[config.mk]
export PLATFORM = sky130hd
export DESIGN_NAME = sacr_div
export DESIGN_NICKNAME = d
export VERILOG_FILES = /design/src/hw/rtl/sacr_pkg.sv /design/src/hw/rtl/sacr_div.sv
export SDC_FILE = /design/constraint.sdc
export NUM_CORES = 2
export LEC_CHECK = 0
export BUFFER_PORTS_ARGS = -buffer_cell sky130_fd_sc_hd__buf_2
export CORE_MARGIN = 3
export CORE_UTILIZATION = 50
export CTS_BUF_LIST = sky130_fd_sc_hd__clkbuf_8
export CTS_CLUSTER_DIAMETER = 30
export CTS_CLUSTER_SIZE = 24
export DETAILED_ROUTE_END_ITERATION = 12
export PLACE_DENSITY_LB_ADDON = 0.1
export RECOVER_POWER = 25
export SETUP_SLACK_MARGIN = 0.1
export SKIP_CTS_REPAIR_TIMING = 1
export SYNTH_ARGS = -nofsm -noshare
export SYNTH_HDL_FRONTEND = slang
export SYNTH_SLANG_ARGS = --single-unit
[constraint.sdc]
create_clock -name clk -period 10.85 [get_ports clk]
set_input_delay 1.6275 -clock clk [delete_from_list [all_inputs] [get_ports clk]]
set_output_delay 1.6275 -clock clk [all_outputs]
set_load 0.05 [all_outputs]
[src/hw/rtl/sacr_pkg.sv]
// Shared widths, payload types and helper functions of the swept box collision pipeline.
package sacr_pkg;

    localparam int COORD_WIDTH = 24;
    localparam int SIZE_WIDTH  = COORD_WIDTH - 1;
    localparam int TIME_BITS   = 16;
    localparam int NORM_WIDTH  = 16;
    localparam int DIST_WIDTH  = COORD_WIDTH + 2;
    localparam int DEN_WIDTH   = COORD_WIDTH;
    localparam int PROD_WIDTH  = DIST_WIDTH + DEN_WIDTH + 1;
    localparam int CTR_WIDTH   = COORD_WIDTH + 1;
    localparam int REM_WIDTH   = COORD_WIDTH + 1;
    localparam int DIV_STEPS   = 2;
    localparam int DIV_STAGES  = TIME_BITS / DIV_STEPS;
    localparam int SAT_WIDTH   = COORD_WIDTH + 4;
    localparam int CPROD_WIDTH = COORD_WIDTH + TIME_BITS + 1;
    localparam int MPROD_WIDTH = COORD_WIDTH + TIME_BITS + 1;
    localparam int MAG_WIDTH   = COORD_WIDTH + 1;
    localparam int NMAG_WIDTH  = NORM_WIDTH - 1;

    localparam logic signed [NORM_WIDTH-1:0] NORM_ONE  = NORM_WIDTH'(16384);
    localparam logic signed [NORM_WIDTH-1:0] NORM_DIAG = NORM_WIDTH'(11585);

    localparam logic signed [SAT_WIDTH-1:0] SAT_HI =
        {{(SAT_WIDTH-COORD_WIDTH+1){1'b0}}, {(COORD_WIDTH-1){1'b1}}};
    localparam logic signed [SAT_WIDTH-1:0] SAT_LO = ~SAT_HI;

    typedef enum logic [1:0] {
        KIND_NEG = 2'b00,
        KIND_FIN = 2'b01,
        KIND_POS = 2'b10
    } kind_t;

    typedef enum logic [1:0] {
        ORD_LT = 2'b00,
        ORD_EQ = 2'b01,
        ORD_GT = 2'b10
    } ord_t;

    typedef struct packed {
        logic signed [COORD_WIDTH-1:0] mover_x;
        logic signed [COORD_WIDTH-1:0] mover_y;
        logic        [SIZE_WIDTH-1:0]  mover_w;
        logic        [SIZE_WIDTH-1:0]  mover_h;
        logic signed [COORD_WIDTH-1:0] vel_x;
        logic signed [COORD_WIDTH-1:0] vel_y;
        logic signed [COORD_WIDTH-1:0] target_x;
        logic signed [COORD_WIDTH-1:0] target_y;
        logic        [SIZE_WIDTH-1:0]  target_w;
        logic        [SIZE_WIDTH-1:0]  target_h;
    } in_t;

    typedef struct packed {
        logic signed [DIST_WIDTH-1:0] near_num;
        logic signed [DIST_WIDTH-1:0] far_num;
        logic        [DEN_WIDTH-1:0]  den;
        kind_t                        near_kind;
        kind_t                        far_kind;
        logic                         miss;
    } axis_t;

    typedef struct packed {
        axis_t                         ax;
        axis_t                         ay;
        logic signed [COORD_WIDTH-1:0] vel_x;
        logic signed [COORD_WIDTH-1:0] vel_y;
        logic signed [CTR_WIDTH-1:0]   ctr_x;
        logic signed [CTR_WIDTH-1:0]   ctr_y;
        logic                          odd_x;
        logic                          odd_y;
    } s1_t;

    typedef struct packed {
        s1_t                          s;
        logic signed [PROD_WIDTH-1:0] p_xy_a;
        logic signed [PROD_WIDTH-1:0] p_xy_b;
        logic signed [PROD_WIDTH-1:0] p_yx_a;
        logic signed [PROD_WIDTH-1:0] p_yx_b;
        logic signed [PROD_WIDTH-1:0] p_nn_a;
        logic signed [PROD_WIDTH-1:0] p_nn_b;
    } s2_t;

    typedef struct packed {
        logic                          hit;
        logic signed [COORD_WIDTH-1:0] vel_x;
        logic signed [COORD_WIDTH-1:0] vel_y;
        logic signed [CTR_WIDTH-1:0]   ctr_x;
        logic signed [CTR_WIDTH-1:0]   ctr_y;
        logic                          odd_x;
        logic                          odd_y;
        logic signed [NORM_WIDTH-1:0]  norm_x;
        logic signed [NORM_WIDTH-1:0]  norm_y;
    } ctx_t;

    typedef struct packed {
        ctx_t                 ctx;
        logic [REM_WIDTH-1:0] rem;
        logic [DEN_WIDTH-1:0] den;
        logic [TIME_BITS-1:0] tq;
    } div_t;

    typedef struct packed {
        logic                          hit;
        logic [TIME_BITS-1:0]          entry_time;
        logic signed [COORD_WIDTH-1:0] contact_x;
        logic signed [COORD_WIDTH-1:0] contact_y;
        logic signed [NORM_WIDTH-1:0]  normal_x;
        logic signed [NORM_WIDTH-1:0]  normal_y;
        logic signed [COORD_WIDTH-1:0] new_vel_x;
        logic signed [COORD_WIDTH-1:0] new_vel_y;
    } out_t;

    function automatic axis_t axis_setup(
        input logic signed [COORD_WIDTH-1:0] pos,
        input logic        [SIZE_WIDTH-1:0]  size,
        input logic signed [COORD_WIDTH-1:0] vel,
        input logic signed [COORD_WIDTH-1:0] tpos,
        input logic        [SIZE_WIDTH-1:0]  tsize
    );
        axis_t a;
        logic signed [DIST_WIDTH-1:0] dn;
        logic signed [DIST_WIDTH-1:0] df;
        dn = DIST_WIDTH'(tpos) - DIST_WIDTH'(pos) - DIST_WIDTH'(size);
        df = DIST_WIDTH'(tpos) + DIST_WIDTH'(tsize) - DIST_WIDTH'(pos);
        a.den = vel[COORD_WIDTH-1] ? (~vel + 1'b1) : vel;
        if (vel[COORD_WIDTH-1])
        begin
            a.near_num = -df;
            a.far_num  = -dn;
        end
        else
        begin
            a.near_num = dn;
            a.far_num  = df;
        end
        if (vel == '0)
        begin
            a.near_kind = (dn > 0) ? KIND_POS : KIND_NEG;
            a.far_kind  = (df > 0) ? KIND_POS : KIND_NEG;
        end
        else
        begin
            a.near_kind = KIND_FIN;
            a.far_kind  = KIND_FIN;
        end
        a.miss = (vel == '0) && ((dn == '0) || (df == '0));
        return a;
    endfunction

    // pa = a.num * b.den, pb = b.num * a.den
    function automatic ord_t cmp_time(
        input kind_t                        ka,
        input kind_t                        kb,
        input logic signed [PROD_WIDTH-1:0] pa,
        input logic signed [PROD_WIDTH-1:0] pb
    );
        ord_t r;
        if (ka != kb)
            r = (ka < kb) ? ORD_LT : ORD_GT;
        else if (ka != KIND_FIN)
            r = ORD_EQ;
        else if (pa < pb)
            r = ORD_LT;
        else if (pa == pb)
            r = ORD_EQ;
        else
            r = ORD_GT;
        return r;
    endfunction

    function automatic logic signed [COORD_WIDTH-1:0] sat_coord(
        input logic signed [SAT_WIDTH-1:0] x
    );
        logic signed [COORD_WIDTH-1:0] r;
        if (x > SAT_HI)
            r = SAT_HI[COORD_WIDTH-1:0];
        else if (x < SAT_LO)
            r = SAT_LO[COORD_WIDTH-1:0];
        else
            r = x[COORD_WIDTH-1:0];
        return r;
    endfunction

endpackage

[src/hw/rtl/sacr_div.sv]
// Pipelined restoring divider for the Q0.16 entry time, two quotient bits per stage.
module sacr_div (
    input  logic           clk,
    input  logic           rst_n,
    input  logic           in_valid,
    output logic           in_ready,
    input  sacr_pkg::div_t in_data,
    output logic           out_valid,
    input  logic           out_ready,
    output sacr_pkg::div_t out_data
);

    sacr_pkg::div_t                    st_reg [sacr_pkg::DIV_STAGES];
    logic [sacr_pkg::DIV_STAGES-1:0]   valid_reg;
    logic [sacr_pkg::DIV_STAGES:0]     en;

    function automatic sacr_pkg::div_t div_step(input sacr_pkg::div_t d);
        sacr_pkg::div_t                  o;
        logic [sacr_pkg::REM_WIDTH-1:0]  r2;
        logic [sacr_pkg::REM_WIDTH-1:0]  dd;
        o  = d;
        r2 = {d.rem[sacr_pkg::REM_WIDTH-2:0], 1'b0};
        dd = sacr_pkg::REM_WIDTH'(d.den);
        if (r2 >= dd)
        begin
            o.rem = r2 - dd;
            o.tq  = {d.tq[sacr_pkg::TIME_BITS-2:0], 1'b1};
        end
        else
        begin
            o.rem = r2;
            o.tq  = {d.tq[sacr_pkg::TIME_BITS-2:0], 1'b0};
        end
        return o;
    endfunction

    assign en[sacr_pkg::DIV_STAGES] = out_ready;

    for (genvar k = 0; k < sacr_pkg::DIV_STAGES; k++)
    begin : g_stage
        sacr_pkg::div_t src;
        sacr_pkg::div_t st_next;
        logic           src_valid;

        if (k == 0)
        begin : g_first
            assign src       = in_data;
            assign src_valid = in_valid;
        end
        else
        begin : g_rest
            assign src       = st_reg[k-1];
            assign src_valid = valid_reg[k-1];
        end

        always_comb
        begin
            st_next = src;
            for (int i = 0; i < sacr_pkg::DIV_STEPS; i++)
                st_next = div_step(st_next);
        end

        assign en[k] = !valid_reg[k] || en[k+1];

        always_ff @(posedge clk or negedge rst_n)
        begin
            if (!rst_n)
                valid_reg[k] <= 1'b0;
            else if (en[k])
                valid_reg[k] <= src_valid;
        end

        always_ff @(posedge clk)
        begin
            if (en[k] && src_valid)
                st_reg[k] <= st_next;
        end
    end

    assign in_ready  = en[0];
    assign out_valid = valid_reg[sacr_pkg::DIV_STAGES-1];
    assign out_data  = st_reg[sacr_pkg::DIV_STAGES-1];

endmodule

==> results.cfg <==
[outcome]
outcome = completed

[route]
drt-initial-drc-count = 1764
route.antenna.remaining_nets = 0
route.vias.total = 40080
dr.pass1.iters = 5
viasPerCell = 5.314
drcViolationCount = 0
routed_wl_mm = 137.8
post_drt_wl_per_cell_um = 18.27

[floorplan]
start_util_pct = 50.57
num_rows = 135
die_h_um = 377.1
dieArea_mm2 = 0.1422
coreArea_mm2 = 0.1361
pin_count = 402
die_w_um = 377.1

[sta]
skew_ns = 0.1155
drv_slew = 0
rsz0062_at_grt = no
hold_viol_final = 0
tightest_slew_ns = 1.113
slew_headroom_pct = 25.78
tns_ns = 0
fin_crit_sh_pct = 65.76
fmax_ghz = 0.1402
fin_crit_ns = 7.134
setup_viol_count_final = 0

[synthesis]
seq_area_frac_synth_pct = 66.64
synth.avg_cell_area_um2 = 14.19
ys_ff_latch = 1529
synth_edf_count = 1521
ys.flop_type = edfxtp_1
yosys_warnings = 0
syn-cell-area_mm2 = 0.06884
syn_nets = 5437
syn-instance-count = 4851
synthArstFlopShare_pct = 0.5232
ys_types = 99

[clock_tree]
clk_latency_ns = 0.96
clock_sinks = 1529
cts_tree = done
ctsLongestPathBuffers = 4
cts_made_buffers = 319
clockRootBuffer = clkbuf_8
h-tree-depth = 5
path_clk_slew_ns = 0.06

[cells_and_area]
syn_to_final_growth_pct = 15.92
nets = 6115
largest_register_ffs = 1521
layout-drive-gt1-share_pct = 19.34

[critical_path]
path_class = reg2reg
cp-end-kind = flip-flop
worst_setup_path_start_kind = flip-flop
worstPathMaxFanout = 31
reg2reg_depth = 22
crit_arrival_ns = 7.76
crit_required_ns = 11.48

[global_route]
grt_max_degree = 134
grt_pass1_vias = 40916
antenna_found_initial = 5
overflow = 0
grt_first_pass_wirelength_mm = 214.5
groute.usage.overall_pct = 19.21

[flow_run]
cap_violations = 0

[placement]
gp_congestion = 0.9001
dp.final_hpwl_mm = 97.67
portBuffers = 384

[worst_hold_path]
holdCritPathClass = reg2reg
holdPathStages = 0
-- cell type report --
class	instances	area (um^2)
Multi-Input combinational cell	2946	21530
Fill cell	10767	56340
Clock buffer	329	4528
Timing Repair Buffer	422	2281
Tap cell	1781	2228
Antenna cell	1	2.502
Sequential cell	1529	45870
Inverter	311	1167
Clock inverter	223	2187
-- cell families after synthesis --
family | Yosys count | share of synthesized area, %
flip-flops | 1529 | 66.64
AO/OA/AOI/OAI | 1096 | 10.38
adder cells (fa/ha/maj) | 384 | 7.066
multiplexers | 178 | 2.952
XOR/XNOR | 307 | 3.906
AND/OR/NAND/NOR | 981 | 6.888
buffers and inverters | 376 | 2.172
-- worst max-delay path, stage by stage, from the launching register on --
cell and delay, ns:
edfxtp_1 0.41, inv_1 0.09, ha_1 0.34, and4_4 0.22, a41o_1 0.23, a31o_1 0.22
or3_1 0.33, o211ai_1 0.26, o21ai_1 0.13, a211o_1 0.31, buf_4 0.26, and2_1 0.23
ha_1 0.29, nor2b_1 0.13, o21ai_0 0.21, a21boi_0 0.20, o2111ai_1 0.29, nand4_1 0.27
a31oi_1 0.44, o21ai_0 0.23, nand2_1 0.42, and2_1 0.91, mux2_2 0.42
-- stage by stage --
step / hold WS, ns / instances / util [%] / worst slack (ns) / cell area [um^2]
after floorplan: 0.4003 / 4851 / - / 2.766 / 68850
after global placement: 0.4002 / 6989 / 53.68 / 3.339 / 73080
after detailed placement: 0.4045 / 6989 / 53.68 / 3.301 / 73080
after CTS: 0.3792 / 7541 / 58.61 / 3.634 / 79800
after global routing: 0.3834 / 7542 / 58.61 / 3.298 / 79800
final: 0.3655 / 7542 / 58.61 / 3.716 / 79800
-- worst paths after layout --
| kind | start | endpoint | slack [ns] |
|---|---|---|---|
| min in group asynchronous | rst_n | g_stage[7].src_valid | 0.58 |
| setup / recovery | st_reg[0][25] | st_reg[0][245] | 3.72 |
| hold / removal | st_reg[0][187] | st_reg[0][385] | 0.37 |
| hold reg to reg | st_reg[0][187] | st_reg[0][385] | 0.37 |
| setup reg to reg | st_reg[0][25] | st_reg[0][245] | 3.72 |
| max in group asynchronous | rst_n | g_stage[4].src_valid | 9.95 |
-- cells in the final DEF (no fill, tap or decap), types with 23 or more instances in the layout --
| cell type | synthesis | routed |
|---|---|---|
| nor2_1 | 230 | 230 |
| a31oi_1 | 39 | 38 |
| clkinv_1 | 0 | 35 |
| edfxtp_1 | 1521 | 1521 |
| or2_2 | 23 | 23 |
| o31ai_1 | 33 | 33 |
| o21a_1 | 59 | 59 |
| inv_1 | 306 | 344 |
| o221ai_1 | 28 | 28 |
| nor3_1 | 54 | 54 |
| nand2_1 | 301 | 301 |
| and2_1 | 33 | 28 |
| and3_1 | 38 | 38 |
| or3_1 | 28 | 28 |
| o21ai_0 | 224 | 224 |
| buf_4 | 3 | 32 |
| a21oi_1 | 315 | 314 |
| xnor2_1 | 195 | 195 |
| mux2_1 | 28 | 28 |
| a21o_1 | 137 | 137 |
| clkinvlp_4 | 0 | 23 |
| mux2_2 | 120 | 120 |
| clkbuf_8 | 0 | 329 |
| o21bai_1 | 49 | 49 |
| nand2b_1 | 46 | 46 |
| buf_2 | 15 | 383 |
| nand3_1 | 75 | 75 |
| clkinv_2 | 0 | 45 |
| nor2b_1 | 53 | 51 |
| xor2_1 | 112 | 112 |
| bufinv_16 | 0 | 37 |
| nand4_1 | 43 | 43 |
| ha_1 | 376 | 376 |
-- layer usage --
metal  global-route usage [%]  part of all wire, %  vias up
li1                         -                    -    19868
met1                    21.57                   40    19009
met2                    35.29                   52      862
met3                    3.061                  3.2      341
met4                    9.515                  4.5        0
met5                        0                    0        -
-- synthesized netlist by cell type, types with 75 or more instances --
library cell  number  area share (%)
nor2_1           230             1.3
mux2_2           120             2.0
xor2_1           112             1.4
a21oi_1          315             2.3
inv_1            306             1.7
edfxtp_1        1521              66
ha_1             376             6.8
a21o_1           137             1.5
nand3_1           75            0.55
xnor2_1          195             2.5
o21ai_0          224             1.6
nand2_1          301             1.6
Power is left out: the tool's default activity adds up to more than one toggle a clock period on the data nets, which glitch-free logic cannot reach.
